File: config.mk
export PLATFORM = sky130hd
export DESIGN_NAME = line_edit_buffer
export DESIGN_NICKNAME = d
export VERILOG_FILES = /design/src/hw/rtl/leb_pkg.sv /design/src/hw/rtl/leb_mem.sv /design/src/hw/rtl/leb_ctrl.sv /design/src/hw/rtl/line_edit_buffer.sv
export SDC_FILE = /design/constraint.sdc
export NUM_CORES = 1
export LEC_CHECK = 0
export BUFFER_PORTS_ARGS = -buffer_cell sky130_fd_sc_hd__buf_2
export CAP_MARGIN = 0
export CORE_MARGIN = 2
export CORE_UTILIZATION = 55
export CTS_CLUSTER_DIAMETER = 150
export DETAILED_ROUTE_END_ITERATION = 7
export HOLD_SLACK_MARGIN = 0.12
export PLACE_DENSITY = 0.71
export SYNTH_ARGS = -nofsm -noshare
export SYNTH_HDL_FRONTEND = slang
export SYNTH_SLANG_ARGS = --single-unit
File: constraint.sdc
create_clock -name clk_i -period 9.6 [get_ports clk_i]
set_input_delay 0.96 -clock clk_i [delete_from_list [all_inputs] [get_ports clk_i]]
set_output_delay 0.96 -clock clk_i [all_outputs]
set_load 0.05 [all_outputs]
File: src/hw/rtl/leb_pkg.sv
`timescale 1ns / 1ps

package leb_pkg;

  localparam int MAX_CHARS = 64;
  localparam int ADDR_W    = $clog2(MAX_CHARS);
  localparam int CNT_W     = $clog2(MAX_CHARS + 1);

  // request codes
  localparam logic [3:0] REQ_CHAR      = 4'd0;
  localparam logic [3:0] REQ_LEFT      = 4'd1;
  localparam logic [3:0] REQ_RIGHT     = 4'd2;
  localparam logic [3:0] REQ_DELETE    = 4'd3;
  localparam logic [3:0] REQ_BACKSPACE = 4'd4;
  localparam logic [3:0] REQ_ENTER     = 4'd5;
  localparam logic [3:0] REQ_ESCAPE    = 4'd6;
  localparam logic [3:0] REQ_HOME      = 4'd7;
  localparam logic [3:0] REQ_END       = 4'd8;

  // result kinds
  localparam logic [1:0] KIND_STATUS = 2'd0;
  localparam logic [1:0] KIND_CHAR   = 2'd1;
  localparam logic [1:0] KIND_EMPTY  = 2'd2;

  // character codes that insert nothing
  localparam logic [8:0] CODE_NUL  = 9'h000;
  localparam logic [8:0] CODE_NL   = 9'h00A;
  localparam logic [8:0] CODE_NONE = 9'h1FF;

  typedef struct packed {
    logic              we;
    logic [ADDR_W-1:0] waddr;
    logic [7:0]        wdata;
    logic              re;
    logic [ADDR_W-1:0] raddr;
  } leb_mem_req_t;

  typedef struct packed {
    logic [1:0]       kind;
    logic [7:0]       char_out;
    logic [CNT_W-1:0] cursor;
    logic [CNT_W-1:0] length;
    logic             last;
  } leb_res_t;

endpackage

File: src/hw/rtl/leb_mem.sv
`timescale 1ns / 1ps

module leb_mem
  import leb_pkg::*;
(
  input  logic         clk_i,
  input  leb_mem_req_t req_i,
  output logic [7:0]   rdata_o
);

  logic [7:0] mem_q [MAX_CHARS];
  logic [7:0] rdata_q;

  always_ff @(posedge clk_i) begin
    if (req_i.we) begin
      mem_q[req_i.waddr] <= req_i.wdata;
    end
  end

  // read data holds until the next read
  always_ff @(posedge clk_i) begin
    if (req_i.re) begin
      rdata_q <= mem_q[req_i.raddr];
    end
  end

  assign rdata_o = rdata_q;

endmodule

File: src/hw/rtl/leb_ctrl.sv
`timescale 1ns / 1ps

module leb_ctrl
  import leb_pkg::*;
(
  input  logic              clk_i,
  input  logic              rst_ni,
  input  logic              in_valid_i,
  output logic              in_stall_o,
  input  logic [3:0]        req_type_i,
  input  logic signed [8:0] char_code_i,
  output leb_mem_req_t      mem_req_o,
  input  logic [7:0]        mem_rdata_i,
  output logic              res_valid_o,
  input  logic              res_ready_i,
  output leb_res_t          res_o
);

  localparam logic [2:0] ST_IDLE    = 3'd0;
  localparam logic [2:0] ST_MOVE    = 3'd1;
  localparam logic [2:0] ST_RESP    = 3'd2;
  localparam logic [2:0] ST_EMIT_RD = 3'd3;
  localparam logic [2:0] ST_EMIT_WT = 3'd4;

  logic [2:0]        state_q, state_d;
  logic [CNT_W-1:0]  cur_q, cur_d;
  logic [CNT_W-1:0]  len_q, len_d;
  logic [CNT_W-1:0]  cnt_q, cnt_d;
  logic [ADDR_W-1:0] src_q, src_d;
  logic [ADDR_W-1:0] raddr_q;
  logic              pend_q, pend_d;
  logic              ins_q, ins_d;
  logic [7:0]        byte_q, byte_d;
  logic [1:0]        kind_q, kind_d;
  logic [8:0]        code;
  logic              code_ok;
  logic              emit_last;

  assign code      = $unsigned(char_code_i);
  assign code_ok   = (code != CODE_NUL) && (code != CODE_NL) && (code != CODE_NONE);
  assign emit_last = (CNT_W'(src_q) + CNT_W'(1)) == cnt_q;

  assign in_stall_o = (state_q != ST_IDLE);

  always_comb begin
    state_d     = state_q;
    cur_d       = cur_q;
    len_d       = len_q;
    cnt_d       = cnt_q;
    src_d       = src_q;
    pend_d      = 1'b0;
    ins_d       = ins_q;
    byte_d      = byte_q;
    kind_d      = kind_q;
    mem_req_o   = '0;
    res_valid_o = 1'b0;
    res_o       = '{kind: kind_q, char_out: 8'd0, cursor: cur_q, length: len_q, last: 1'b1};

    case (state_q)
      ST_IDLE: begin
        if (in_valid_i) begin
          kind_d  = KIND_STATUS;
          state_d = ST_RESP;
          case (req_type_i)
            REQ_LEFT: begin
              cur_d = (cur_q == '0) ? len_q : cur_q - CNT_W'(1);
            end
            REQ_RIGHT: begin
              cur_d = (cur_q >= len_q) ? '0 : cur_q + CNT_W'(1);
            end
            REQ_DELETE: begin
              if (cur_q < len_q) begin
                ins_d   = 1'b0;
                cnt_d   = len_q - cur_q - CNT_W'(1);
                src_d   = ADDR_W'(cur_q + CNT_W'(1));
                state_d = ST_MOVE;
              end
            end
            REQ_BACKSPACE: begin
              if (cur_q != '0) begin
                ins_d   = 1'b0;
                cur_d   = cur_q - CNT_W'(1);
                cnt_d   = len_q - cur_q;
                src_d   = ADDR_W'(cur_q);
                state_d = ST_MOVE;
              end
            end
            REQ_ENTER: begin
              cur_d = '0;
              len_d = '0;
              if (len_q == '0) begin
                kind_d = KIND_EMPTY;
              end else begin
                cnt_d   = len_q;
                src_d   = '0;
                state_d = ST_EMIT_RD;
              end
            end
            REQ_ESCAPE: begin
              cur_d = '0;
              len_d = '0;
            end
            REQ_HOME: begin
              cur_d = '0;
            end
            REQ_END: begin
              cur_d = len_q;
            end
            default: begin
              // character key, also unused request codes
              if (code_ok && (len_q != CNT_W'(MAX_CHARS))) begin
                ins_d   = 1'b1;
                byte_d  = code[7:0];
                cnt_d   = len_q - cur_q;
                src_d   = ADDR_W'(len_q - CNT_W'(1));
                state_d = ST_MOVE;
              end
            end
          endcase
        end
      end

      ST_MOVE: begin
        // write back the byte read last cycle one place over
        if (pend_q) begin
          mem_req_o.we    = 1'b1;
          mem_req_o.waddr = ins_q ? raddr_q + ADDR_W'(1) : raddr_q - ADDR_W'(1);
          mem_req_o.wdata = mem_rdata_i;
        end
        if (cnt_q != '0) begin
          mem_req_o.re    = 1'b1;
          mem_req_o.raddr = src_q;
          src_d           = ins_q ? src_q - ADDR_W'(1) : src_q + ADDR_W'(1);
          cnt_d           = cnt_q - CNT_W'(1);
          pend_d          = 1'b1;
        end else if (!pend_q) begin
          if (ins_q) begin
            mem_req_o.we    = 1'b1;
            mem_req_o.waddr = ADDR_W'(cur_q);
            mem_req_o.wdata = byte_q;
            cur_d           = cur_q + CNT_W'(1);
            len_d           = len_q + CNT_W'(1);
          end else begin
            len_d = len_q - CNT_W'(1);
          end
          state_d = ST_RESP;
        end
      end

      ST_RESP: begin
        res_valid_o = 1'b1;
        if (res_ready_i) begin
          state_d = ST_IDLE;
        end
      end

      ST_EMIT_RD: begin
        mem_req_o.re    = 1'b1;
        mem_req_o.raddr = src_q;
        state_d         = ST_EMIT_WT;
      end

      ST_EMIT_WT: begin
        res_valid_o    = 1'b1;
        res_o.kind     = KIND_CHAR;
        res_o.char_out = mem_rdata_i;
        res_o.last     = emit_last;
        if (res_ready_i) begin
          src_d   = src_q + ADDR_W'(1);
          state_d = emit_last ? ST_IDLE : ST_EMIT_RD;
        end
      end

      default: begin
        state_d = ST_IDLE;
      end
    endcase
  end

  always_ff @(posedge clk_i or negedge rst_ni) begin
    if (!rst_ni) begin
      state_q <= ST_IDLE;
      cur_q   <= '0;
      len_q   <= '0;
      pend_q  <= 1'b0;
    end else begin
      state_q <= state_d;
      cur_q   <= cur_d;
      len_q   <= len_d;
      pend_q  <= pend_d;
    end
  end

  always_ff @(posedge clk_i) begin
    cnt_q  <= cnt_d;
    src_q  <= src_d;
    ins_q  <= ins_d;
    byte_q <= byte_d;
    kind_q <= kind_d;
    if (mem_req_o.re) begin
      raddr_q <= mem_req_o.raddr;
    end
  end

`ifndef SYNTHESIS
  a_len_range: assert property (@(posedge clk_i) disable iff (!rst_ni)
    len_q <= CNT_W'(MAX_CHARS))
    else $error("line length above capacity");

  a_cur_range: assert property (@(posedge clk_i) disable iff (!rst_ni)
    cur_q <= len_q)
    else $error("cursor beyond end of line");

  a_rw_apart: assert property (@(posedge clk_i) disable iff (!rst_ni)
    (mem_req_o.we && mem_req_o.re) |-> (mem_req_o.waddr != mem_req_o.raddr))
    else $error("read and write hit the same entry");

  a_move_done: assert property (@(posedge clk_i) disable iff (!rst_ni)
    (state_q == ST_MOVE && cnt_q == '0 && !pend_q) |=> (state_q == ST_RESP))
    else $error("shift did not finish");

  a_last_idle: assert property (@(posedge clk_i) disable iff (!rst_ni)
    (res_valid_o && res_ready_i && res_o.last) |=> (state_q == ST_IDLE))
    else $error("final result did not return to idle");
`endif

endmodule

File: src/hw/rtl/line_edit_buffer.sv
`timescale 1ns / 1ps

// One-line text editor with a cursor, the line held in a 64-byte memory.
// Input channel: in_valid_i / in_stall_o carry one key event per beat
// (req_type_i, char_code_i). Output channel: out_valid_o / out_stall_i carry
// result beats (kind_o, char_out_o, cursor_o, length_o, last_o).
// Cursor moves, home, end and escape load one status beat into the output
// register from the response state, once that register is free.
// Insert, delete and backspace shift the tail through the memory one byte
// per cycle, reading each byte and writing it one place over; the bytes
// shifted number length - cursor, one fewer for delete, then a status beat.
// Enter reads the line back one beat per character, via a read and a wait
// state, last_o marking the last; an empty line gives one empty-line beat.
// A new event is taken at the edge after the previous event's final beat
// lands in the output register, even if that beat is still stalled.
// out_stall_i holds the output register and, behind it, the sequencer; no
// beat is lost or repeated. Reset clears cursor and length; the memory
// itself is not cleared and needs no clearing pass, since only bytes below
// the length are ever read.
module line_edit_buffer
  import leb_pkg::*;
(
  input  logic              clk_i,
  input  logic              rst_ni,
  input  logic              in_valid_i,
  output logic              in_stall_o,
  input  logic [3:0]        req_type_i,
  input  logic signed [8:0] char_code_i,
  output logic              out_valid_o,
  input  logic              out_stall_i,
  output logic [1:0]        kind_o,
  output logic [7:0]        char_out_o,
  output logic [6:0]        cursor_o,
  output logic [6:0]        length_o,
  output logic              last_o
);

  leb_mem_req_t mem_req;
  logic [7:0]   mem_rdata;
  logic         res_valid;
  logic         res_ready;
  leb_res_t     res;
  logic         out_valid_q;
  leb_res_t     out_res_q;

  leb_mem u_mem (
    .clk_i   (clk_i),
    .req_i   (mem_req),
    .rdata_o (mem_rdata)
  );

  leb_ctrl u_ctrl (
    .clk_i       (clk_i),
    .rst_ni      (rst_ni),
    .in_valid_i  (in_valid_i),
    .in_stall_o  (in_stall_o),
    .req_type_i  (req_type_i),
    .char_code_i (char_code_i),
    .mem_req_o   (mem_req),
    .mem_rdata_i (mem_rdata),
    .res_valid_o (res_valid),
    .res_ready_i (res_ready),
    .res_o       (res)
  );

  // output register frees up in the cycle its beat is taken
  assign res_ready = !out_valid_q || !out_stall_i;

  always_ff @(posedge clk_i or negedge rst_ni) begin
    if (!rst_ni) begin
      out_valid_q <= 1'b0;
    end else if (res_ready) begin
      out_valid_q <= res_valid;
    end
  end

  always_ff @(posedge clk_i) begin
    if (res_ready && res_valid) begin
      out_res_q <= res;
    end
  end

  assign out_valid_o = out_valid_q;
  assign kind_o      = out_res_q.kind;
  assign char_out_o  = out_res_q.char_out;
  assign cursor_o    = 7'(out_res_q.cursor);
  assign length_o    = 7'(out_res_q.length);
  assign last_o      = out_res_q.last;

endmodule

**Yosys cells after proc, flatten, opt, wreduce, memory -nomap -nowiden**

Memory sizes are Yosys's and may differ from the RTL's. A register that Yosys moved wholly into a read port is not among the register bits.
Index checks and enable logic that the tools add are counted.

- Bits in registers: 74
- Bits in writable memories: 512
- Input bits: 17
- Output and inout bits: 27
- Memories kept: 1

Memory list:

| memory | words | bits a word | read ports | clocked after Yosys merged registers in | wr ports | line | RTL |
|---|---|---|---|---|---|---|---|
| u_mem.mem_q | 64 | 8 | 1 | 1 | 1 | leb_mem.sv:11 | `logic [7:0] mem_q [MAX_CHARS];` |

- Add/sub/neg operators: 12
- Magnitude comparators: 2
- Eq/ne operators: 32
- Multiplexer cells: 63
- Bitwise logic cells: 2
- Reductions and logical operators: 31

Operators with widths:

| kind | count |
|---|---|
| $mux 7 | 19 |
| $mux 15 | 5 |
| $pmux 7 s2 | 4 |
| $mux 6 | 9 |
| $pmux 7 s5 | 1 |
| $pmux 7 s4 | 1 |
| $sub 7x1->7 const B | 4 |
| $pmux 6 s4 | 1 |
| $pmux 6 s3 | 1 |
| $eq 4x3->1 const B | 4 |
| $mux 3 | 5 |
| $pmux 3 s5 | 1 |
| $add 7x1->7 const B | 2 |
| $logic_not 7->1 | 2 |
| $ne 2x2->1 const B | 7 |
| $reduce_bool 7->1 | 2 |
| $add 6x1->6 const B | 2 |
| $pmux 3 s4 | 1 |
| $sub 6x1->6 const B | 2 |
| $mux 2 | 5 |
| $reduce_and 5->1 | 2 |
| $mux 1 | 9 |
| $ne 9x4->1 const B | 1 |
| $ne 9x9->1 const B | 1 |
| 37 further kinds | 51 |

**Logic depth before layout (Yosys ltp)**

Gate-level depths: netlist of the first run.

- Depth in word-level cells: 9
- Gate-level depth with buffers: 14
- Mapped depth without buffers: 11

**Hierarchy**

From an unflattened synthesis of the first run, not the netlist that was laid out.

- Cells, all modules: 1,566
- Area, all modules: 25,756.0 um^2

Modules (own cells, without submodules):

| module | instances | cells each | area an instance (um^2) |
|---|---|---|---|
| leb_mem | 1 | 972 | 20,270.7 |
| leb_ctrl | 1 | 565 | 4,687.0 |
| line_edit_buffer | 1 | 29 | 798.3 |

**Worst setup path after synthesis of the first run**

Ideal clock, no wire load.

- Path type: reg2reg
- Start point: reg u_ctrl.cnt_q[0]
- End point: mem u_mem.mem_q[0][0], data pin
- Library setup time: 0.366 ns
- Data arrival time: 2.957 ns
- Data required time: 9.234 ns
- Path slack: 6.277 ns
- Cell stages (with the launch flop): 10
- Period minus slack after synthesis: 3.323 ns
- Cells stage by stage: edfxtp_1 -> inv_1 -> ha_1 -> or3b_1 -> buf_2 -> or3_1 -> buf_2 -> nor2_4 -> buf_2 -> a22o_1

RTL lines:

| element | line | RTL |
|---|---|---|
| start, declared | leb_ctrl.sv:28 | `logic [CNT_W-1:0] cnt_q, cnt_d;` |
| start signal, assigned | leb_ctrl.sv:195 | `cnt_q <= cnt_d;` |
| end, declared | leb_mem.sv:11 |  |

**Final worst setup path of the first run**

- Start point: reg u_ctrl.cnt_q[0]
- End point: reg u_mem.rdata_q[0] (netlist: u_mem.rdata_o[0]) (read register of u_mem.mem_q), data pin

- Cells in the longest elaborated chain, start to end: 3

Ends and longest elaborated chain:

| element | line | RTL |
|---|---|---|
| $reduce_bool 7->1 | leb_ctrl.sv:130 | `if (cnt_q != '0) begin` |
| $mux 7 | leb_ctrl.sv:130 |  |
| $pmux 7 s2 | leb_ctrl.sv:59 | `case (state_q)` |
| end, declared | leb_mem.sv:12 | `logic [7:0] rdata_q;` |

No other way between the ends.
A chain may end at the register's enable or synchronous reset.

==> flow_metrics.tcl, run 1 <==
set metrics [dict create \
    cts_buffers 59 \
    antenna_found_initial 0 \
    yosys_register_bits 593 \
    worstPathArrival_ns 5.32 \
    clk_pin_slew_ns 0.07 \
    core_mm2 0.04656 \
    drt_iter0_drc 2336 \
    wl_met2_um 32920 \
    rsz0062_at_grt "false" \
    synth_edf_count 574 \
    synth_area_per_cell_um2 13.76 \
    finalCriticalPeriod_ns 4.969 \
    maxCapViolations 0 \
    overflow 0 \
    met3_length_um 7377 \
    rows 79 \
    final_nets 1931 \
    regToRegEndpoint "u_mem.rdata_o[0]" \
    worst_setup_path_start_kind "flip-flop" \
    place.gp.congestion 0.9466 \
    relSlewSlack_pct 19.38 \
    worstSetupPathType "flip-flop to flip-flop" \
    finalMaxSlewViolations 0 \
    met1_length_um 26400 \
    synthFlopType "edfxtp_1" \
    clk_latency_ns 0.64 \
    die_w_um 221.0 \
    netlist_instances 1882 \
    yosysSeqAreaShare_pct 68.38 \
    yosysWarnings 0 \
    r2r-start "u_ctrl.cnt_q[0]" \
    post_cts_resized 0 \
    min_period_over_period_pct 51.76 \
    tightestPinTransition_ns 1.206 \
    drc 0 \
    cts_tree "built" \
    firstDrtPassIters 6 \
    cts_sinks 593 \
    dr.max_layer_used "met4" \
    path_max_fanout 57 \
    wl_per_cell_um 27.46 \
    mostFrequentLayoutCell "edfxtp_1" \
    grt_pass1_vias 16401 \
    p_leak_nw 9.180 \
    grt_first_pass_wirelength_um 104700 \
    cp.required_ns 9.95 \
    initial_core_util_pct 55.64 \
    synth_nets 1921 \
    hold_class "primary input to async pin" \
    fmax_ghz 0.2013 \
    synthesis.area_mm2 0.02590 \
    skew_ns 0.02046 \
    portBuffers 43 \
    cts_setup_buffers 0 \
    clockBufferDepth 3 \
    postRouteAntennaNets 0 \
    ir_drop_v 0.0003024 \
    root_buffer "clkbuf_16" \
    status "completed" \
    io-pin-count 44 \
    vias_per_cell 6.693 \
    die_area_mm2 0.04885 \
    stdcell_count 2544 \
    ys_types 82 \
    hold_viol_final 0 \
    synthArstFlopShare_pct 3.204 \
    die_h_um 221.0 \
    grt.total_usage_pct 28.35 \
    antenna_cells 0 \
    tns_ns 0 \
    powerDensity_mw_per_mm2 303.2 \
    end_kind "flip-flop" \
    finalWirelength_um 69850 \
    reg2reg_slack_ns 4.63 \
    dp.cells 2438 \
    dpl.hpwl_um 43240 \
    grt_max_degree 138 \
    drive_above_1_share_pct 12.44 \
    mostFrequentLayoutCells "574 x edfxtp_1, 155 x nor2_1, 111 x nand2_1" \
    cts_hold_buf 0 \
    vias 17026 \
    ctsHtreeMaxLevel 2 \
    cp-startpoint "u_ctrl.cnt_q[0]" \
    finalSetupViolCount 0 \
    ff2ff_path_depth 10 \
    area_growth_pct 9.796 \
]
worst max-delay path, cell delays in order (launching register included):
cell and delay, ns:
edfxtp_1 0.43, inv_1 0.09, ha_1 0.19, or3b_1 0.60, o211ai_2 1.04, inv_2 0.74, and3_1 0.51, a21oi_1 0.15
o221ai_1 0.14, a211oi_1 0.60, o32ai_1 0.20
metrics by stage:
step / setup slack [ns] / hold slack [ns] / power [W] / instance area (um2) / utilization, %
global route: 4.499 / 0.3227 / 0.008940 / 28440 / 61.09
finish: 4.631 / 0.2955 / 0.008624 / 28440 / 61.09
floorplan: 6.277 / 0.4231 / 0.005419 / 25900 / -
global placement: 5.033 / 0.5016 / 0.006316 / 26610 / 57.15
detailed placement: 4.947 / 0.5159 / 0.006364 / 26610 / 57.15
CTS: 4.910 / 0.2999 / 0.008563 / 28440 / 61.09
cell usage after synthesis, drive strengths merged, types with 24 or more instances:
library cell / n / share of area (%)
o21ai: 114 / 2.2
mux2i: 59 / 2.3
nand2: 112 / 1.7
mux2: 52 / 2.3
buf: 42 / 0.90
o211ai: 24 / 0.84
a211oi: 29 / 0.84
nor3: 42 / 0.83
inv: 38 / 0.56
edfxtp: 574 / 67
xnor2: 25 / 0.85
o221ai: 58 / 2.0
nor2: 156 / 2.3
nand3: 28 / 0.54
clkbuf: 76 / 1.1
a21oi: 105 / 2.0
logic make-up after synthesis:
group	Yosys count	synth area share, %
buffers and inverters	158	2.589
flip-flops	593	68.38
AND/OR/NAND/NOR	454	8.236
XOR/XNOR	36	1.217
multiplexers	119	5.236
adder cells (fa/ha/maj)	22	1.121
AO/OA/AOI/OAI	500	13.23
area by class of cell:
type	instances	area [um2]
clock inverters	30	284.0
fillers	3440	18110
clock buffers	76	1550
flip-flops and latches	593	17710
inverters	40	152.6
well taps	607	759.5
multi-input cells	1131	7575
repair buffers	67	407.9
worst max path at each step:
| stage | cells past startpoint | slack [ns] | to |
|---|---|---|---|
| after floorplan | 9 | 6.28 | u_mem.mem_q[0][0] |
| after global placement | 10 | 5.03 | u_mem.rdata_o[0] |
| after detailed placement | 10 | 4.95 | u_mem.rdata_o[6] |
| after CTS | 10 | 4.91 | u_mem.rdata_o[6] |
| after global routing | 10 | 4.50 | u_mem.rdata_o[1] |
| final | 10 | 4.63 | u_mem.rdata_o[0] |
power breakdown:
group / internal [W] / switching (W) / total (W)
sequential: 0.00311 / 0.000237 / 0.00334
combinational: 0.000971 / 0.00209 / 0.00307
clock: 0.00125 / 0.000970 / 0.00222
routing by layer:
layer  GRT usage [%]  vias to the layer above
met4           12.38                        0
met5               0                        -
li1                -                     7419
met3           5.019                      188
met2           45.05                     1055
met1           38.72                     8364
flip-flops by register name (all words and copies together), names as in the netlist, 6 cells and up:
name / count
u_ctrl.cur_q: 7
u_ctrl.src_q: 6
u_ctrl.raddr_q: 6
u_ctrl.cnt_q: 7
length_o: 7
u_ctrl.len_q: 7
u_ctrl.byte_q: 8
cursor_o: 7
char_out_o: 8
u_mem.rdata_o: 8
u_mem.mem_q: 512
Power figures use the tool's default switching activity.
==> run 2: changes to the inputs <==
Settings changed: ABC_AREA from default to 1, PLACE_DENSITY 0.71 to 0.74.
Clock period 9.6 ns to 4.5 ns, I/O delays scaled along.
==> run 2 against run 1 <==
Clock skew grew 0.0073 ns; routed wire length grew 10%; area after synthesis grew 6.1%; the flow now finishes with violations (DRC); critical path depth grew 5; non-clock buffer count grew 26; synthesized cell count grew 38%.
==> flow_metrics.tcl, run 2 <==
set metrics [dict create \
    yosysSeqAreaShare_pct 64.47 \
    clk_pin_slew_ns 0.06 \
    reg2reg_slack_ns 0.65 \
    core_mm2 0.04915 \
    clockBufferDepth 3 \
    ys_types 46 \
    r2r-start "u_ctrl.cnt_q[0]" \
    final_nets 2667 \
    rows 81 \
    seqCellArea_mm2 0.01771 \
    synth_edf_count 574 \
    violations "DRC" \
    synthFlopType "edfxtp_1" \
    synth_top_area_share_pct 62.74 \
    die_h_um 227.5 \
    fmax_ghz 0.2594 \
    end_kind "flip-flop" \
    crit_end "u_mem.rdata_o[6]" \
    synth_area_leaders "edfxtp_1 63%, nand3_1 8.2%, nand2_1 5.2%, inv_1 4.3%, nor2_1 3.6%" \
    yosysWarnings 0 \
    tns_ns 0 \
    postRouteAntennaNets 0 \
    cp-startpoint "u_ctrl.cnt_q[0]" \
    firstDrtPassIters 8 \
    synthArstFlopShare_pct 3.204 \
    rsz0062_at_grt "false" \
    maxCapViolations 0 \
    mostFrequentLayoutCell "edfxtp_1" \
    cts_sinks 593 \
    initial_core_util_pct 55.89 \
    tightestPinTransition_ns 1.211 \
    cts_setup_buffers 0 \
    post_cts_resized 0 \
    mostFrequentLayoutCells "574 x edfxtp_1, 450 x nand3_1, 381 x nand2_1" \
    overflow 0 \
    drc 2 \
    area_growth_pct 10.74 \
    grt_max_degree 170 \
    dpl.hpwl_um 48750 \
    cts_buffers 60 \
    regToRegEndpoint "u_mem.rdata_o[6]" \
    die_w_um 227.5 \
    hold_class "primary input to flip-flop" \
    io-pin-count 44 \
    dp.cells 3221 \
    status "complete, but fails checks" \
    finalMaxSlewViolations 0 \
    cts_tree "built" \
    clk_latency_ns 0.64 \
    relSlewSlack_pct 19.28 \
    finalSetupViolCount 0 \
    worstPathArrival_ns 4.24 \
    wl_per_cell_um 23.08 \
    multi_input_area_mm2 0.008060 \
    ir_drop_v 0.0006334 \
    stdcell_count 3334 \
    ctsHtreeMaxLevel 2 \
    worstSetupPathType "flip-flop to flip-flop" \
    synth_commonest_cells "574 x edfxtp_1, 451 x nand3_1, 384 x nand2_1" \
    path_cells "inv_1 > ha_1 > inv_1 > nor2_1 > nand3_1 > nand2_1 > nand2_2 > buf_4 > nand2_2 > inv_2 > nand3_1 > nand3_1 > nand3_1 > nand3_1 > nand2_1" \
    grt_first_pass_wirelength_um 115800 \
    drive_above_1_share_pct 10.27 \
    synth_nets 2644 \
    largest_reg_flops 512 \
    top_register "u_mem.mem_q" \
    cp_slowest_cell "inv_2" \
    grt.total_usage_pct 30.13 \
    netlist_instances 2605 \
    place.gp.congestion 0.9784 \
    finalWirelength_um 76960 \
    powerDensity_mw_per_mm2 696.9 \
    antenna_found_initial 1 \
    vias 19865 \
    worst_setup_path_start_kind "flip-flop" \
    cpPeakStageDelay_ns 0.75 \
    synthesis.area_mm2 0.02747 \
    synth_most_common_cell "edfxtp_1" \
    path_max_fanout 49 \
    path_buf_inv 4 \
    yosys_register_bits 593 \
    ff2ff_path_depth 15 \
    cts_hold_buf 9 \
    yosys.area.top_type "edfxtp_1" \
    crit_top_cell "nand3_1" \
    drt_iter0_drc 2432 \
    worst_path_dominant_cell_family "simple AND/OR/NAND/NOR gates" \
    fillers 3835 \
    portBuffers 43 \
    synth_area_per_cell_um2 10.55 \
    p_leak_nw 11.68 \
    root_buffer "clkbuf_16" \
    finalCriticalPeriod_ns 3.855 \
    cp.depth 15 \
    hold_viol_final 0 \
    die_area_mm2 0.05175 \
    skew_ns 0.02777 \
    cp.required_ns 4.88 \
    min_period_over_period_pct 85.66 \
    grt_pass1_vias 18959 \
    vias_per_cell 5.958 \
]
## run 2: cell count changes in the layout (fill, tap and decap cells not counted), sizes merged, moves of 59 or more
| cell | previous run | this run |
|---|---|---|
| a21oi | 105 | 30 |
| inv | 39 | 327 |
| mux2i | 59 | 0 |
| nand2 | 112 | 389 |
| nand3 | 28 | 454 |
| nand3b | 1 | 72 |
| nor2 | 156 | 270 |
| o2111ai | 2 | 65 |
| or2 | 5 | 69 |
## run 2: worst min-delay path by stage
stage	cells after the start	endpoint	startpoint
2_1_floorplan	0	out_valid_o	rst_ni
3_3_place_gp	1	out_valid_o	rst_ni
3_5_place_dp	1	out_valid_o	rst_ni
4_1_cts	3	out_valid_o	out_stall_i
5_1_grt	3	out_valid_o	out_stall_i
6_report	3	out_valid_o	out_stall_i
## run 2: power by group
part           switching (W)  internal [W]
logic                0.00660       0.00241
registers           0.000379       0.00688
clock network        0.00210       0.00283
## run 2: cell families (layout without fill, tap and decap cells)
| kind of cell | after synthesis | after routing | synth area share, % |
|---|---|---|---|
| AO/OA/AOI/OAI | 217 | 217 | 5.247 |
| XOR/XNOR | 30 | 30 | 0.9564 |
| adder cells (fa/ha/maj) | 22 | 22 | 1.057 |
| buffers and inverters | 462 | 526 | 6.654 |
| flip-flops | 593 | 593 | 64.47 |
| other | 0 | 1 | 0 |
| AND/OR/NAND/NOR | 1281 | 1281 | 21.61 |
## run 2: final cells by class
cell class / instances / share of cell area, %
tap: 664 / 2.731
clock inverter: 32 / 1.226
inverter: 330 / 4.072
timing repair buffer: 93 / 2.180
antenna: 1 / 0.008225
multi-input combinational: 1550 / 26.49
clock buffer: 71 / 5.071
sequential: 593 / 58.22
## run 2: worst register-to-register path, cell delays in order (launching register included)
cell	delay, ns
edfxtp_1	0.34
inv_1	0.08
ha_1	0.25
inv_1	0.07
nor2_1	0.04
nand3_1	0.27
nand2_1	0.17
nand2_2	0.14
buf_4	0.43
nand2_2	0.16
inv_2	0.75
nand3_1	0.43
nand3_1	0.18
nand3_1	0.10
nand3_1	0.12
nand2_1	0.07
## run 2: stage by stage
| stage | worst slack [ns] | area, um2 | hold slack [ns] | utilization, % | power (W) |
|---|---|---|---|---|---|
| 3_5_place_dp | 0.7146 | 28410 | 0.4717 | 57.81 | 0.01611 |
| 3_3_place_gp | 0.7913 | 28410 | 0.4716 | 57.81 | 0.01601 |
| 4_1_cts | 0.7159 | 30420 | 0.1838 | 61.89 | 0.02103 |
| 2_1_floorplan | 0.03442 | 27470 | 0.1544 | - | 0.01321 |
| 6_report | 0.6454 | 30420 | 0.2209 | 61.89 | 0.02120 |
| 5_1_grt | 0.4271 | 30420 | 0.2159 | 61.89 | 0.02217 |
## run 2: layer usage
layer	part of all wire [%]	global-route usage (%)	up-vias
li1	-	-	9048
met1	39	40.41	9486
met2	47	47.92	1119
met3	9.2	4.853	212
met4	5.0	15.39	0
met5	0	0	-
